## src/rtl/sum_checked_frame_receiver_top_macros.svh

```systemverilog
// assertion macros for the sum-checked frame receiver
// used by sum_checked_frame_receiver_top; expects clk and rst_n in scope
`ifndef SUM_CHECKED_FRAME_RECEIVER_TOP_MACROS_SVH
`define SUM_CHECKED_FRAME_RECEIVER_TOP_MACROS_SVH

`ifndef SYNTH
// property checked every clock outside reset
`define SCFR_ASSERT(label, prop) \
    label: assert property (@(posedge clk) disable iff (!rst_n) prop) \
        else $error("scfr assertion failed");
// condition that must hold in the cycle after a trigger
`define SCFR_ASSERT_NEXT(label, trig, cons) \
    label: assert property (@(posedge clk) disable iff (!rst_n) (trig) |=> (cons)) \
        else $error("scfr assertion failed");
`else
`define SCFR_ASSERT(label, prop)
`define SCFR_ASSERT_NEXT(label, trig, cons)
`endif

`endif

```

## src/rtl/scfr_pkg.sv

```systemverilog
// shared types and constants for the sum-checked frame receiver
// no dependencies; imported by every module of the block
package scfr_pkg;

    // parser phase of the front end
    typedef enum logic [1:0] {
        PH_HUNT,
        PH_LEN_HI,
        PH_LEN_LO,
        PH_BODY
    } phase_t;

    // configuration register indexes
    localparam int CFG_INDEX_W = 2;
    localparam int CFG_DATA_W  = 32;
    localparam logic [CFG_INDEX_W-1:0] CFG_FRAME_TYPE      = 2'd0;
    localparam logic [CFG_INDEX_W-1:0] CFG_EXPECTED_SEQ    = 2'd1;
    localparam logic [CFG_INDEX_W-1:0] CFG_SESSION_RANDOM  = 2'd2;
    localparam logic [CFG_INDEX_W-1:0] CFG_MAX_BODY_LENGTH = 2'd3;

    // frame status codes
    localparam logic [2:0] ST_OK       = 3'd0;
    localparam logic [2:0] ST_CHECKSUM = 3'd1;
    localparam logic [2:0] ST_SEQUENCE = 3'd2;
    localparam logic [2:0] ST_RANDOM   = 3'd3;
    localparam logic [2:0] ST_SHORT    = 3'd4;

    // frame layout
    localparam logic [15:0] MIN_BODY_LENGTH = 16'd5;
    localparam logic [16:0] HEADER_BYTES    = 17'd3;
    localparam logic [16:0] FRAME_OVERHEAD  = 17'd4;
    localparam logic [16:0] RAND_FIRST_POS  = 17'd3;
    localparam logic [16:0] RAND_LAST_POS   = 17'd6;
    localparam logic [16:0] SEQ_POS         = 17'd7;

    // word passed from front end to back end
    typedef struct packed {
        logic        start;     // header word: data is the length field
        logic [15:0] data;      // length field or body byte
        logic [7:0]  init_sum;  // sum of type and length bytes
        logic        is_rand;   // body byte belongs to the random
        logic        is_seq;    // body byte is the sequence byte
        logic        is_last;   // last byte of the frame
    } entry_t;

endpackage

```

## src/rtl/sum_checked_frame_receiver_top.sv

```systemverilog
// Sum-checked frame receiver: takes one received byte per clock while in_ready
// is high, hunts for the frame type byte, checks the big-endian length against
// max_body_length and reports one status word at each frame end (0 ok,
// 1 checksum, 2 sequence, 3 random, 4 too short). Throughput is one byte every
// clock, set by the single-byte parser update in the front end; the back end
// consumes one queued word per clock. The result is registered when the last
// word is popped. While a finished result waits on out_ready the back end
// keeps draining body words, so input stalls only once the next frame's last
// word reaches the queue head and the QUEUE_DEPTH-word queue behind it fills.
// Registers are written through cfg_we/cfg_index/cfg_data and should be
// changed only while idle.
// Depends on scfr_pkg, scfr_front, scfr_fifo, scfr_back and the macro header.
`include "sum_checked_frame_receiver_top_macros.svh"

module sum_checked_frame_receiver_top #(
    parameter int QUEUE_DEPTH = 4
) (
    input  logic                             clk,
    input  logic                             rst_n,
    input  logic                             cfg_we,
    input  logic [scfr_pkg::CFG_INDEX_W-1:0] cfg_index,
    input  logic [scfr_pkg::CFG_DATA_W-1:0]  cfg_data,
    input  logic                             in_valid,
    output logic                             in_ready,
    input  logic [7:0]                       rx_byte,
    output logic                             out_valid,
    input  logic                             out_ready,
    output logic [2:0]                       status,
    output logic [15:0]                      body_length,
    output logic [7:0]                       seen_seq
);
    import scfr_pkg::*;

    logic [7:0]  frame_type_reg;
    logic [7:0]  expected_seq_reg;
    logic [31:0] session_random_reg;
    logic [15:0] max_body_length_reg;
    logic        q_full;
    logic        q_empty;
    logic        q_push;
    logic        q_pop;
    entry_t      q_push_entry;
    entry_t      q_head;

    // configuration registers
    always_ff @(posedge clk or negedge rst_n)
    begin
        if (!rst_n)
        begin
            frame_type_reg      <= '0;
            expected_seq_reg    <= '0;
            session_random_reg  <= '0;
            max_body_length_reg <= 16'hFFFF;
        end
        else if (cfg_we)
        begin
            case (cfg_index)
                CFG_FRAME_TYPE:      frame_type_reg      <= cfg_data[7:0];
                CFG_EXPECTED_SEQ:    expected_seq_reg    <= cfg_data[7:0];
                CFG_SESSION_RANDOM:  session_random_reg  <= cfg_data[31:0];
                CFG_MAX_BODY_LENGTH: max_body_length_reg <= cfg_data[15:0];
                default:             frame_type_reg      <= frame_type_reg;
            endcase
        end
    end

    // parser
    scfr_front u_front (
        .clk             (clk),
        .rst_n           (rst_n),
        .in_valid        (in_valid),
        .in_ready        (in_ready),
        .rx_byte         (rx_byte),
        .frame_type      (frame_type_reg),
        .max_body_length (max_body_length_reg),
        .q_full          (q_full),
        .push            (q_push),
        .push_entry      (q_push_entry)
    );

    // word queue
    scfr_fifo #(
        .DEPTH (QUEUE_DEPTH)
    ) u_fifo (
        .clk        (clk),
        .rst_n      (rst_n),
        .push       (q_push),
        .push_entry (q_push_entry),
        .full       (q_full),
        .pop        (q_pop),
        .empty      (q_empty),
        .head       (q_head)
    );

    // checker and result register
    scfr_back u_back (
        .clk            (clk),
        .rst_n          (rst_n),
        .empty          (q_empty),
        .head           (q_head),
        .pop            (q_pop),
        .expected_seq   (expected_seq_reg),
        .session_random (session_random_reg),
        .out_valid      (out_valid),
        .out_ready      (out_ready),
        .status         (status),
        .body_length    (body_length),
        .seen_seq       (seen_seq)
    );

    // result consistency checks
    `SCFR_ASSERT(a_short_matches_length, out_valid |-> ((status == ST_SHORT) == (body_length < MIN_BODY_LENGTH)))
    `SCFR_ASSERT(a_ok_has_expected_seq, (out_valid && status == ST_OK) |-> (seen_seq == expected_seq_reg))
    `SCFR_ASSERT(a_status_in_range, out_valid |-> (status <= ST_SHORT))
    `SCFR_ASSERT_NEXT(a_queue_pop_when_empty, q_empty && !q_push, !q_pop || !q_empty)

endmodule

```

## src/rtl/scfr_fifo.sv

```systemverilog
// short word queue between front end and back end of the frame receiver
// depends on scfr_pkg for the entry type
module scfr_fifo #(
    parameter int DEPTH = 4
) (
    input  logic            clk,
    input  logic            rst_n,
    input  logic            push,
    input  scfr_pkg::entry_t push_entry,
    output logic            full,
    input  logic            pop,
    output logic            empty,
    output scfr_pkg::entry_t head
);
    import scfr_pkg::*;

    localparam int PW = (DEPTH > 1) ? $clog2(DEPTH) : 1;
    localparam int CW = $clog2(DEPTH + 1);
    localparam logic [PW-1:0] LAST_SLOT = PW'(DEPTH - 1);
    localparam logic [CW-1:0] FULL_COUNT = CW'(DEPTH);

    entry_t        mem_reg [DEPTH];
    logic [PW-1:0] wr_ptr_reg, wr_ptr_next;
    logic [PW-1:0] rd_ptr_reg, rd_ptr_next;
    logic [CW-1:0] count_reg, count_next;
    logic          do_push, do_pop;

    // status
    assign full    = (count_reg == FULL_COUNT);
    assign empty   = (count_reg == '0);
    assign head    = mem_reg[rd_ptr_reg];
    assign do_push = push && !full;
    assign do_pop  = pop && !empty;

    // pointer and count update
    always_comb
    begin
        wr_ptr_next = wr_ptr_reg;
        rd_ptr_next = rd_ptr_reg;
        count_next  = count_reg;
        if (do_push)
        begin
            wr_ptr_next = (wr_ptr_reg == LAST_SLOT) ? '0 : wr_ptr_reg + PW'(1);
        end
        if (do_pop)
        begin
            rd_ptr_next = (rd_ptr_reg == LAST_SLOT) ? '0 : rd_ptr_reg + PW'(1);
        end
        if (do_push && !do_pop)
        begin
            count_next = count_reg + CW'(1);
        end
        else if (do_pop && !do_push)
        begin
            count_next = count_reg - CW'(1);
        end
    end

    always_ff @(posedge clk or negedge rst_n)
    begin
        if (!rst_n)
        begin
            wr_ptr_reg <= '0;
            rd_ptr_reg <= '0;
            count_reg  <= '0;
        end
        else
        begin
            wr_ptr_reg <= wr_ptr_next;
            rd_ptr_reg <= rd_ptr_next;
            count_reg  <= count_next;
        end
    end

    // storage
    always_ff @(posedge clk)
    begin
        if (do_push)
        begin
            mem_reg[wr_ptr_reg] <= push_entry;
        end
    end

endmodule

```

## src/rtl/scfr_front.sv

```systemverilog
// front end of the frame receiver: hunts the type byte, checks the length
// and tags each frame byte; depends on scfr_pkg
module scfr_front (
    input  logic             clk,
    input  logic             rst_n,
    input  logic             in_valid,
    output logic             in_ready,
    input  logic [7:0]       rx_byte,
    input  logic [7:0]       frame_type,
    input  logic [15:0]      max_body_length,
    input  logic             q_full,
    output logic             push,
    output scfr_pkg::entry_t push_entry
);
    import scfr_pkg::*;

    phase_t      phase_reg, phase_next;
    logic [7:0]  held_hi_reg, held_hi_next;
    logic [7:0]  sum_reg, sum_next;
    logic [16:0] pos_reg, pos_next;
    logic [15:0] len_reg, len_next;
    logic        accept;
    logic        over_limit;
    logic        hi_is_type;
    logic        lo_is_type;
    logic [16:0] pos_inc;
    logic        at_last;

    // common decodes
    assign in_ready   = !q_full;
    assign accept     = in_valid && !q_full;
    assign over_limit = ({held_hi_reg, rx_byte} > max_body_length);
    assign hi_is_type = (held_hi_reg == frame_type);
    assign lo_is_type = (rx_byte == frame_type);
    assign pos_inc    = pos_reg + 17'd1;
    assign at_last    = (pos_inc >= ({1'b0, len_reg} + FRAME_OVERHEAD));

    // next phase
    always_comb
    begin
        phase_next = phase_reg;
        if (accept)
        begin
            case (phase_reg)
                PH_HUNT:
                begin
                    if (lo_is_type)
                    begin
                        phase_next = PH_LEN_HI;
                    end
                end
                PH_LEN_HI:
                begin
                    phase_next = PH_LEN_LO;
                end
                PH_LEN_LO:
                begin
                    if (!over_limit)
                    begin
                        phase_next = PH_BODY;
                    end
                    else if (hi_is_type)
                    begin
                        phase_next = PH_LEN_LO;
                    end
                    else if (lo_is_type)
                    begin
                        phase_next = PH_LEN_HI;
                    end
                    else
                    begin
                        phase_next = PH_HUNT;
                    end
                end
                PH_BODY:
                begin
                    if (at_last)
                    begin
                        phase_next = PH_HUNT;
                    end
                end
                default:
                begin
                    phase_next = PH_HUNT;
                end
            endcase
        end
    end

    // datapath and queue word
    always_comb
    begin
        held_hi_next = held_hi_reg;
        sum_next     = sum_reg;
        pos_next     = pos_reg;
        len_next     = len_reg;
        push         = 1'b0;
        push_entry   = '0;
        if (accept)
        begin
            case (phase_reg)
                PH_HUNT:
                begin
                    sum_next = rx_byte;
                end
                PH_LEN_HI:
                begin
                    held_hi_next = rx_byte;
                    sum_next     = sum_reg + rx_byte;
                end
                PH_LEN_LO:
                begin
                    if (!over_limit)
                    begin
                        len_next            = {held_hi_reg, rx_byte};
                        pos_next            = HEADER_BYTES;
                        push                = 1'b1;
                        push_entry.start    = 1'b1;
                        push_entry.data     = {held_hi_reg, rx_byte};
                        push_entry.init_sum = sum_reg + rx_byte;
                    end
                    else if (hi_is_type)
                    begin
                        // high length byte restarts a frame, low byte is its high length
                        held_hi_next = rx_byte;
                        sum_next     = held_hi_reg + rx_byte;
                    end
                    else
                    begin
                        sum_next = rx_byte;
                    end
                end
                PH_BODY:
                begin
                    pos_next           = pos_inc;
                    push               = 1'b1;
                    push_entry.data    = {8'd0, rx_byte};
                    push_entry.is_rand = (pos_reg >= RAND_FIRST_POS)
                                         && (pos_reg <= RAND_LAST_POS);
                    push_entry.is_seq  = (pos_reg == SEQ_POS);
                    push_entry.is_last = at_last;
                end
                default:
                begin
                    push = 1'b0;
                end
            endcase
        end
    end

    always_ff @(posedge clk or negedge rst_n)
    begin
        if (!rst_n)
        begin
            phase_reg   <= PH_HUNT;
            held_hi_reg <= '0;
            sum_reg     <= '0;
            pos_reg     <= '0;
            len_reg     <= '0;
        end
        else
        begin
            phase_reg   <= phase_next;
            held_hi_reg <= held_hi_next;
            sum_reg     <= sum_next;
            pos_reg     <= pos_next;
            len_reg     <= len_next;
        end
    end

endmodule

```

## src/rtl/scfr_back.sv

```systemverilog
// back end of the frame receiver: sums the frame, captures random and
// sequence, and registers one status word per frame; depends on scfr_pkg
module scfr_back (
    input  logic             clk,
    input  logic             rst_n,
    input  logic             empty,
    input  scfr_pkg::entry_t head,
    output logic             pop,
    input  logic [7:0]       expected_seq,
    input  logic [31:0]      session_random,
    output logic             out_valid,
    input  logic             out_ready,
    output logic [2:0]       status,
    output logic [15:0]      body_length,
    output logic [7:0]       seen_seq
);
    import scfr_pkg::*;

    logic [7:0]  sum_reg, sum_next;
    logic [31:0] rand_reg, rand_next;
    logic [7:0]  seq_reg, seq_next;
    logic [15:0] len_reg, len_next;
    logic        out_valid_reg, out_valid_next;
    logic [2:0]  status_reg, status_next;
    logic [15:0] body_length_reg, body_length_next;
    logic [7:0]  seen_seq_reg, seen_seq_next;
    logic [7:0]  sum_upd;
    logic [31:0] rand_upd;
    logic [7:0]  seq_upd;
    logic [2:0]  status_calc;

    // a last word waits while the output register is still occupied
    assign pop = !empty && (!head.is_last || !out_valid_reg || out_ready);

    // running values including the current byte
    assign sum_upd  = sum_reg + head.data[7:0];
    assign rand_upd = head.is_rand ? {rand_reg[23:0], head.data[7:0]} : rand_reg;
    assign seq_upd  = head.is_seq ? head.data[7:0] : seq_reg;

    // status priority: short, checksum, sequence, random
    always_comb
    begin
        if (len_reg < MIN_BODY_LENGTH)
        begin
            status_calc = ST_SHORT;
        end
        else if (sum_upd != 8'd0)
        begin
            status_calc = ST_CHECKSUM;
        end
        else if (seq_upd != expected_seq)
        begin
            status_calc = ST_SEQUENCE;
        end
        else if (rand_upd != session_random)
        begin
            status_calc = ST_RANDOM;
        end
        else
        begin
            status_calc = ST_OK;
        end
    end

    // accumulate and finish
    always_comb
    begin
        sum_next         = sum_reg;
        rand_next        = rand_reg;
        seq_next         = seq_reg;
        len_next         = len_reg;
        out_valid_next   = out_valid_reg && !out_ready;
        status_next      = status_reg;
        body_length_next = body_length_reg;
        seen_seq_next    = seen_seq_reg;
        if (pop)
        begin
            if (head.start)
            begin
                sum_next  = head.init_sum;
                rand_next = '0;
                seq_next  = '0;
                len_next  = head.data;
            end
            else
            begin
                sum_next  = sum_upd;
                rand_next = rand_upd;
                seq_next  = seq_upd;
                if (head.is_last)
                begin
                    out_valid_next   = 1'b1;
                    status_next      = status_calc;
                    body_length_next = len_reg;
                    seen_seq_next    = seq_upd;
                end
            end
        end
    end

    always_ff @(posedge clk or negedge rst_n)
    begin
        if (!rst_n)
        begin
            sum_reg       <= '0;
            rand_reg      <= '0;
            seq_reg       <= '0;
            len_reg       <= '0;
            out_valid_reg <= 1'b0;
        end
        else
        begin
            sum_reg       <= sum_next;
            rand_reg      <= rand_next;
            seq_reg       <= seq_next;
            len_reg       <= len_next;
            out_valid_reg <= out_valid_next;
        end
    end

    // result payload
    always_ff @(posedge clk)
    begin
        status_reg      <= status_next;
        body_length_reg <= body_length_next;
        seen_seq_reg    <= seen_seq_next;
    end

    assign out_valid   = out_valid_reg;
    assign status      = status_reg;
    assign body_length = body_length_reg;
    assign seen_seq    = seen_seq_reg;

endmodule

```

## config.mk

```make
export PLATFORM = sky130hd
export DESIGN_NAME = sum_checked_frame_receiver_top
export DESIGN_NICKNAME = d
export VERILOG_FILES = /design/src/rtl/scfr_pkg.sv /design/src/rtl/sum_checked_frame_receiver_top.sv /design/src/rtl/scfr_fifo.sv /design/src/rtl/scfr_front.sv /design/src/rtl/scfr_back.sv
export VERILOG_INCLUDE_DIRS = /design/src /design/src/rtl
export SDC_FILE = /design/constraint.sdc
export NUM_CORES = 1
export LEC_CHECK = 0
export ABC_AREA = 1
export BUFFER_PORTS_ARGS = -buffer_cell sky130_fd_sc_hd__buf_2
export CELL_PAD_IN_SITES_DETAIL_PLACEMENT = 1
export CELL_PAD_IN_SITES_GLOBAL_PLACEMENT = 1
export CORE_ASPECT_RATIO = 1.4
export CORE_MARGIN = 2
export CORE_UTILIZATION = 48
export DETAILED_ROUTE_END_ITERATION = 8
export PLACE_DENSITY = 0.89
export SLEW_MARGIN = 5
export SYNTH_ARGS = -nofsm -noshare
export SYNTH_HDL_FRONTEND = slang
export SYNTH_HIERARCHICAL = 1
export SYNTH_SLANG_ARGS = --single-unit
```

## constraint.sdc

```tcl
create_clock -name clk -period 4.4 [get_ports clk]
set_clock_uncertainty 0.2 [all_clocks]
set_input_delay 0.44 -clock clk [delete_from_list [all_inputs] [get_ports clk]]
set_output_delay 0.44 -clock clk [all_outputs]
set_load 0.01 [all_outputs]
```

# ---- Word level (Yosys, flattened, before mapping)
# Memory sizes are Yosys's and may differ from the RTL's.
# Index checks and enable logic that the tools add are counted.
dict set report op_classes {
  reduce_logical 37
  order_cmp 5
  n_eq_ne 19
  bitwise_logic 2
  addsub 9
  mux 40
}
# cell n
set op_table {}
lappend op_table {{$mux 32} 2}
lappend op_table {{$mux 8} 8}
lappend op_table {{$pmux 17 s2} 1}
lappend op_table {{$ne 32x32->1} 1}
lappend op_table {{$pmux 16 s2} 1}
lappend op_table {{$mux 28} 1}
lappend op_table {{$mux 25} 1}
lappend op_table {{$add 8x8->8} 3}
lappend op_table {{$pmux 8 s3} 1}
lappend op_table {{$add 16x3->17 const B} 1}
lappend op_table {{$add 17x1->17 const B} 1}
lappend op_table {{$eq 17x3->1 const B} 1}
lappend op_table {{$ge 17x17->1} 1}
lappend op_table {{$ge 17x2->1 const B} 1}
lappend op_table {{$le 17x3->1 const B} 1}
lappend op_table {{$mux 17} 1}
lappend op_table {{$eq 8x8->1} 2}
lappend op_table {{$gt 16x16->1} 1}
lappend op_table {{$lt 16x3->1 const B} 1}
lappend op_table {{$pmux 8 s2} 1}
lappend op_table {{$mux 3} 5}
lappend op_table {{$reduce_and 3->1} 5}
lappend op_table {{$mux 2} 7}
lappend op_table {{$eq 2x2->1 const B} 6}
lappend op_table {{other kinds (23)} 58}
dict set report word_totals {
  word_cells 134
  ramBits 112
  mem_count 1
  in_bits 47
  regBits 214
}
# name depth width read_ports rd_ports_with_merged_regs write_ports line_no
set memory_table {}
lappend memory_table {u_fifo.mem_reg 4 28 1 0 1 scfr_fifo.sv:22} ;# entry_t mem_reg [DEPTH];

# ---- Depth between registers and ports, before layout
dict set report logic_depth {
  ltp_word 9
  depth_mapped 26
  mapped_depth_nobuf 26
}

# ---- Hierarchy
# Netlist, hierarchy kept.
# mod cells_each seq_area_each_um2 area_each_um2 n_inst
set modules_own_cells {}
lappend modules_own_cells {scfr_front 782 1276.2 5108.6 1}
lappend modules_own_cells {scfr_fifo 387 3538.4 5082.4 1}
lappend modules_own_cells {scfr_back 614 2437.3 4912.2 1}
lappend modules_own_cells {sum_checked_frame_receiver_top 286 1621.6 2648.8 1}

# ---- Worst setup path before layout
# OpenSTA, ideal clock, no wires.
dict set report synth_timing {
  kind {register to register}
  start {register max_body_length_reg[11]}
  end {memory u_fifo/mem_reg[0][0] (netlist name) (enable)}
  setup_ps 413
  required_time_ps 3787
  path_slack_ps 730
  synth_period_minus_slack_ps 3670
  arrival_ps 3057
  path_stages_with_launch 14
  path_cell_list {dfstp_2 > inv_1 > ha_1 > a21oi_1 > nand2_1 > a21oi_1 > nand2_1 > nand2_1 > nand3_1 > inv_1 > nor2_2 > inv_1 > nand2_1 > nor2_1}
}
dict set report synth_between {
  elab_chain_len 7
}
# item line_no
set synth_rtl {}
lappend synth_rtl {{start: declaration} sum_checked_frame_receiver_top.sv:37} ;# logic [15:0] max_body_length_reg;
lappend synth_rtl {{start signal: assignment} sum_checked_frame_receiver_top.sv:61} ;# CFG_MAX_BODY_LENGTH: max_body_length_reg <= cfg_data[15:0];
lappend synth_rtl {{$gt 16x16->1} scfr_front.sv:32} ;# assign over_limit = ({held_hi_reg, rx_byte} > max_body_length);
lappend synth_rtl {{$mux 1} scfr_front.sv:113} ;# if (!over_limit)
lappend synth_rtl {{$pmux 1 s2} scfr_front.sv:101} ;# case (phase_reg)
lappend synth_rtl {{$mux 1} scfr_front.sv:99} ;# if (accept)
lappend synth_rtl {{net q_push} sum_checked_frame_receiver_top.sv:40} ;# logic q_push;
lappend synth_rtl {{$logic_and 1x1->1} scfr_fifo.sv:32} ;# assign do_push = push && !full;
lappend synth_rtl {{$mux 1} scfr_fifo.sv:78} ;# if (do_push)
lappend synth_rtl {{$mux 1 (not written as such)} scfr_fifo.sv:80} ;# mem_reg[wr_ptr_reg] <= push_entry;
lappend synth_rtl {{end: declaration} scfr_fifo.sv:22}
# The timed path passes the listed nets, and every way through them passes these cells.

# ---- Final worst setup path
dict set report layout_timing {
  start {register max_body_length_reg[7]}
  end {register u_fifo.count_reg[2]}
}
dict set report layout_between {
  elab_chain_len 8
}
# item line_no
set layout_rtl {}
lappend layout_rtl {{$gt 16x16->1 (*)} scfr_front.sv:32}
lappend layout_rtl {{$mux 1 (*)} scfr_front.sv:113}
lappend layout_rtl {{$pmux 1 s2 (*)} scfr_front.sv:101}
lappend layout_rtl {{$mux 1 (*)} scfr_front.sv:99}
lappend layout_rtl {{net q_push} sum_checked_frame_receiver_top.sv:40}
lappend layout_rtl {{$logic_and 1x1->1 (*)} scfr_fifo.sv:32}
lappend layout_rtl {{net u_fifo.do_push} scfr_fifo.sv:26} ;# logic do_push, do_pop;
lappend layout_rtl {{$logic_not 1->1} scfr_fifo.sv:53} ;# else if (do_pop && !do_push)
lappend layout_rtl {{$logic_and 1x1->1} scfr_fifo.sv:53}
lappend layout_rtl {{$reduce_bool 2->1 (no line)} -}
lappend layout_rtl {{end signal: assignment} scfr_fifo.sv:71} ;# count_reg <= count_next;
lappend layout_rtl {{end: declaration} scfr_fifo.sv:25} ;# logic [CW-1:0] count_reg, count_next;
# The timed path passes the listed nets; every way through them passes the cells marked *.
# A chain may end at the register's enable or synchronous reset.

==> impl_summary.log <==
[metrics] effective utilization at floorplan: 0.486
[metrics] Synth area leaders: dfrtp_1 24%, edfxtp_1 24%, nand2_1 16%
[metrics] Worst EP arrival: 4.32 ns
[metrics] DRT Wirelength: 55600 um
[metrics] area share of the largest cell type after synthesis: 0.241
[metrics] Netlist Area Pre-Place: 17800 um2
[metrics] top-level I/O count: 76
[metrics] post-layout net count: 2273
[metrics] length of routed met3 wiring: 2370 um
[metrics] vias: 15000
[metrics] highest fanout seen on the critical path: 9
[metrics] Util after Layout: 0.545
[metrics] dominant cell type by area after synthesis: dfrtp_1
[metrics] net switching power: 6.52 mW
[metrics] wire length of the first global-routing pass: 89000 um
[metrics] average wire length per cell after detail routing: 21.0 um
[metrics] via count of the first global-routing pass: 16400
[metrics] Lkg Pwr: 9.71 nW
[metrics] count of state elements after synthesis: 326
[metrics] CTS Root Cell: clkbuf_16
[metrics] worst min-delay path class: input pin to flip-flop
[metrics] clock network latency to the later pin of the worst-skew pair: 0.54 ns
[metrics] launch instance of the worst register-to-register path: max_body_length_reg[7]
[metrics] number of gates resized after CTS: 0
[metrics] async set or reset register ratio after synthesis: 0.574
[metrics] Die Ht: 232 um
[metrics] headroom to the max-slew limit: 0.362
[metrics] Post-Synthesis Mean Instance Area: 8.58 um2
[metrics] launch point of the worst path: max_body_length_reg[7]
[metrics] number of buffers on the longest clock path: 3
[metrics] worst slew pin tran: 0.956 ns
[metrics] Core Footprint: 36600 um2
[metrics] routed length on met1: 20300 um
[metrics] wire length on met2: 28800 um
[metrics] maximum vdd drop: 347 uV
[metrics] number of placement rows: 83
[metrics] sum of net half-perimeters after detailed placement: 37800 um
[metrics] required time of the worst setup path: 4.61 ns
[metrics] final number of setup-violating endpoints: 0
[metrics] unrepaired setup endpoints after global routing: false
[metrics] number of port buffers: 75
[metrics] number of buffers created by CTS: 34
[metrics] max-slew violation count: 0
[metrics] number of enable flip-flop cells after synthesis: 139
[metrics] net count after synthesis: 2188
[metrics] horizontal extent of the die: 167 um
[metrics] post-route fraction of the period consumed by the critical path: 0.934
[metrics] pin count of the biggest net entering global routing: 77
[metrics] fraction of power consumed by the clock network: 0.212
[metrics] number of distinct standard cells referenced by the synthesized netlist: 51
[metrics] average vias per placed instance: 5.65
[metrics] cell area power density: 730 nW/um2
[metrics] # Post-CTS Setup Buffers: 0
[metrics] reported max-cap violation count: 0
[metrics] number of flip-flops under the largest register name: 112
[metrics] largest incremental delay on the critical path: 0.53 ns
[metrics] number of buffers inserted for hold repair after clock tree synthesis: 25
[metrics] final critical-path required period: 4.11 ns
[metrics] CP max stage cell: dfstp_2
[metrics] switching share of power: 0.448
[metrics] number of detailed-route iterations in the first pass: 6
[metrics] GRT Util Overall: 0.291
[metrics] uppermost signal routing layer after detailed routing: met4
[metrics] Most Frequent Cell on Critical Path: nand2_1
[metrics] Ys Warns: 6
[metrics] ordered list of cells on the worst path: inv_1 > ha_1 > nand2_1 > nor2_1 > nand2_1 > nand2_1 > nand2_1 > nand2_1 > nand2_1 > nand3_1 > inv_1 > nor2_2 > inv_1 > nand2_1 > inv_2 > ha_1 > inv_1 > fa_1 > inv_1 > nand2_1 > nand3_1 > nand2_1 > nand2_1
[metrics] worst-case reg-to-reg path depth: 23
[metrics] Worst-path clk slew: 0.07 ns
[metrics] post-synthesis sequential area ratio: 0.500
[metrics] layout overhead on the synthesized area: 12.2%
[metrics] fraction of layout instances using a drive strength above 1: 0.117
[metrics] start-to-end type of the worst setup path: flip-flop to flip-flop
[metrics] endpoint of the worst setup timing path: u_fifo/count_reg[2]
[metrics] clock sinks: 326
[metrics] die area: 38600 um2
[metrics] maximum level of the CTS H-tree: 2
[metrics] synthesized instance count: 2069
[metrics] critical path endpoint category: flip-flop
[metrics] Final Wtd Congestion: 0.888
[metrics] TritonCTS clock tree: done
[metrics] share of power burned in registers: 0.330
[metrics] summed negative setup slack over all endpoints: 0 ns
[metrics] part of the total power dissipated in combinational logic: 0.458
[metrics] post-route ant nets: 0
[metrics] commonest register cell after synthesis: dfrtp_1
[metrics] remaining global-route overflow: 0
[metrics] startpoint type of the worst setup path: flip-flop
[metrics] reg-to-reg setup timing slack: 0.29 ns
[metrics] final hold violation count: 0
[metrics] internal power: 8.02 mW
[metrics] initial antenna violation count: 1
[metrics] violation count after the first detailed-routing iteration: 945
[metrics] worst reg2reg path endpoint: u_fifo/count_reg[2]
[metrics] achievable clock frequency: 0.243 GHz
[metrics] DRC violation count after routing: 0
[metrics] status: finished clean
## worst min path at each step
| stage | depth (start not counted) | to | slack, ns | from |
|---|---|---|---|---|
| CTS | 3 | frame_type_reg[5] | 0.0004 | cfg_data[5] |
| floorplan | 0 | expected_seq_reg[0] | -0.06 | rst_n |
| detailed placement | 1 | u_back/out_valid | 0.22 | rst_n |
| global placement | 1 | u_back/len_reg[8] | 0.22 | rst_n |
| global route | 3 | session_random_reg[23] | 0.03 | cfg_data[23] |
| finish | 3 | session_random_reg[23] | 0.02 | cfg_data[23] |
## per-stage QoR
step | hold slack, ns | cell area (um2) | setup WS [ns] | cells | power [mW]
finish | 0.0203 | 19900 | 0.288 | 2648 | 14.5
global route | 0.0262 | 19900 | 0.0918 | 2648 | 15.5
CTS | 0.000364 | 19900 | 0.313 | 2647 | 14.5
detailed placement | 0.224 | 18500 | 0.395 | 2560 | 11.3
global placement | 0.216 | 18500 | 0.616 | 2560 | 10.8
floorplan | -0.0556 | 17800 | 0.730 | 2069 | 9.33
## routing by layer
metal / track usage / vias up
met5: 0 / -
met2: 0.531 / 452
li1: - / 6895
met1: 0.318 / 7417
met3: 0.0340 / 202
met4: 0.195 / 0
## power groups by stage
stage          registers [mW]  logic, mW  clock network (mW)
2_1_floorplan            4.66       4.66                   0
3_3_place_gp             4.76       6.04                   0
3_5_place_dp             4.83       6.46                   0
4_1_cts                  4.79       6.60                3.13
5_1_grt                  4.89       7.40                3.24
6_report                 4.80       6.66                3.08
## layout by cell type, fill, tap and decap left out, types with 38 or more instances in the layout
cell type / n
a21oi_1: 38
buf_2: 74
dfrtp_1: 170
edfxtp_1: 139
ha_1: 68
inv_1: 259
nand2_1: 748
nand3_1: 90
nand4_1: 73
nor2_1: 88
o21ai_0: 56
## synth_stat cells, drive strengths merged (2+ instances only)
cell / count
nand2: 753
nor4: 2
ha: 68
dfstp: 16
a21o: 2
xor2: 26
o211ai: 61
or2: 4
a21oi: 39
dfrtp: 171
o21ai: 74
clkbuf: 18
nand3: 95
edfxtp: 139
fa: 4
nor2: 99
inv: 269
xnor2: 21
a22oi: 2
a22o: 16
o21a: 2
o22ai: 11
nand4: 73
clkinv: 4
buf: 57
nand3b: 21
nor3: 15
## cells by family after synthesis
| kind of cell | Yosys count | share of synthesized area |
|---|---|---|
| xor+xnor | 47 | 0.0232 |
| compound gates | 211 | 0.0850 |
| buf+inv | 348 | 0.0839 |
| flops | 326 | 0.500 |
| simple gates | 1065 | 0.256 |
| fa+ha+maj | 72 | 0.0524 |
## area by class of cell
| cell class | count | area, um2 |
|---|---|---|
| flip-flops and latches | 326 | 8880 |
| multi-input cells | 1395 | 7400 |
| clock inverters | 16 | 181 |
| fillers | 4324 | 16600 |
| diodes | 1 | 2.50 |
| clock buffers | 46 | 1000 |
| well taps | 467 | 584 |
| repair buffers | 124 | 852 |
| inverters | 273 | 1020 |
## worst max-delay path, delay by kind of cell, from the launching register on
family / cells / cell delay, ns
and+or+nand+nor: 14 / 1.92
adders and majority gates: 3 / 0.76
buffers and inverters: 6 / 0.57
DFF: 1 / 0.53
Power figures use the tool's default switching activity.
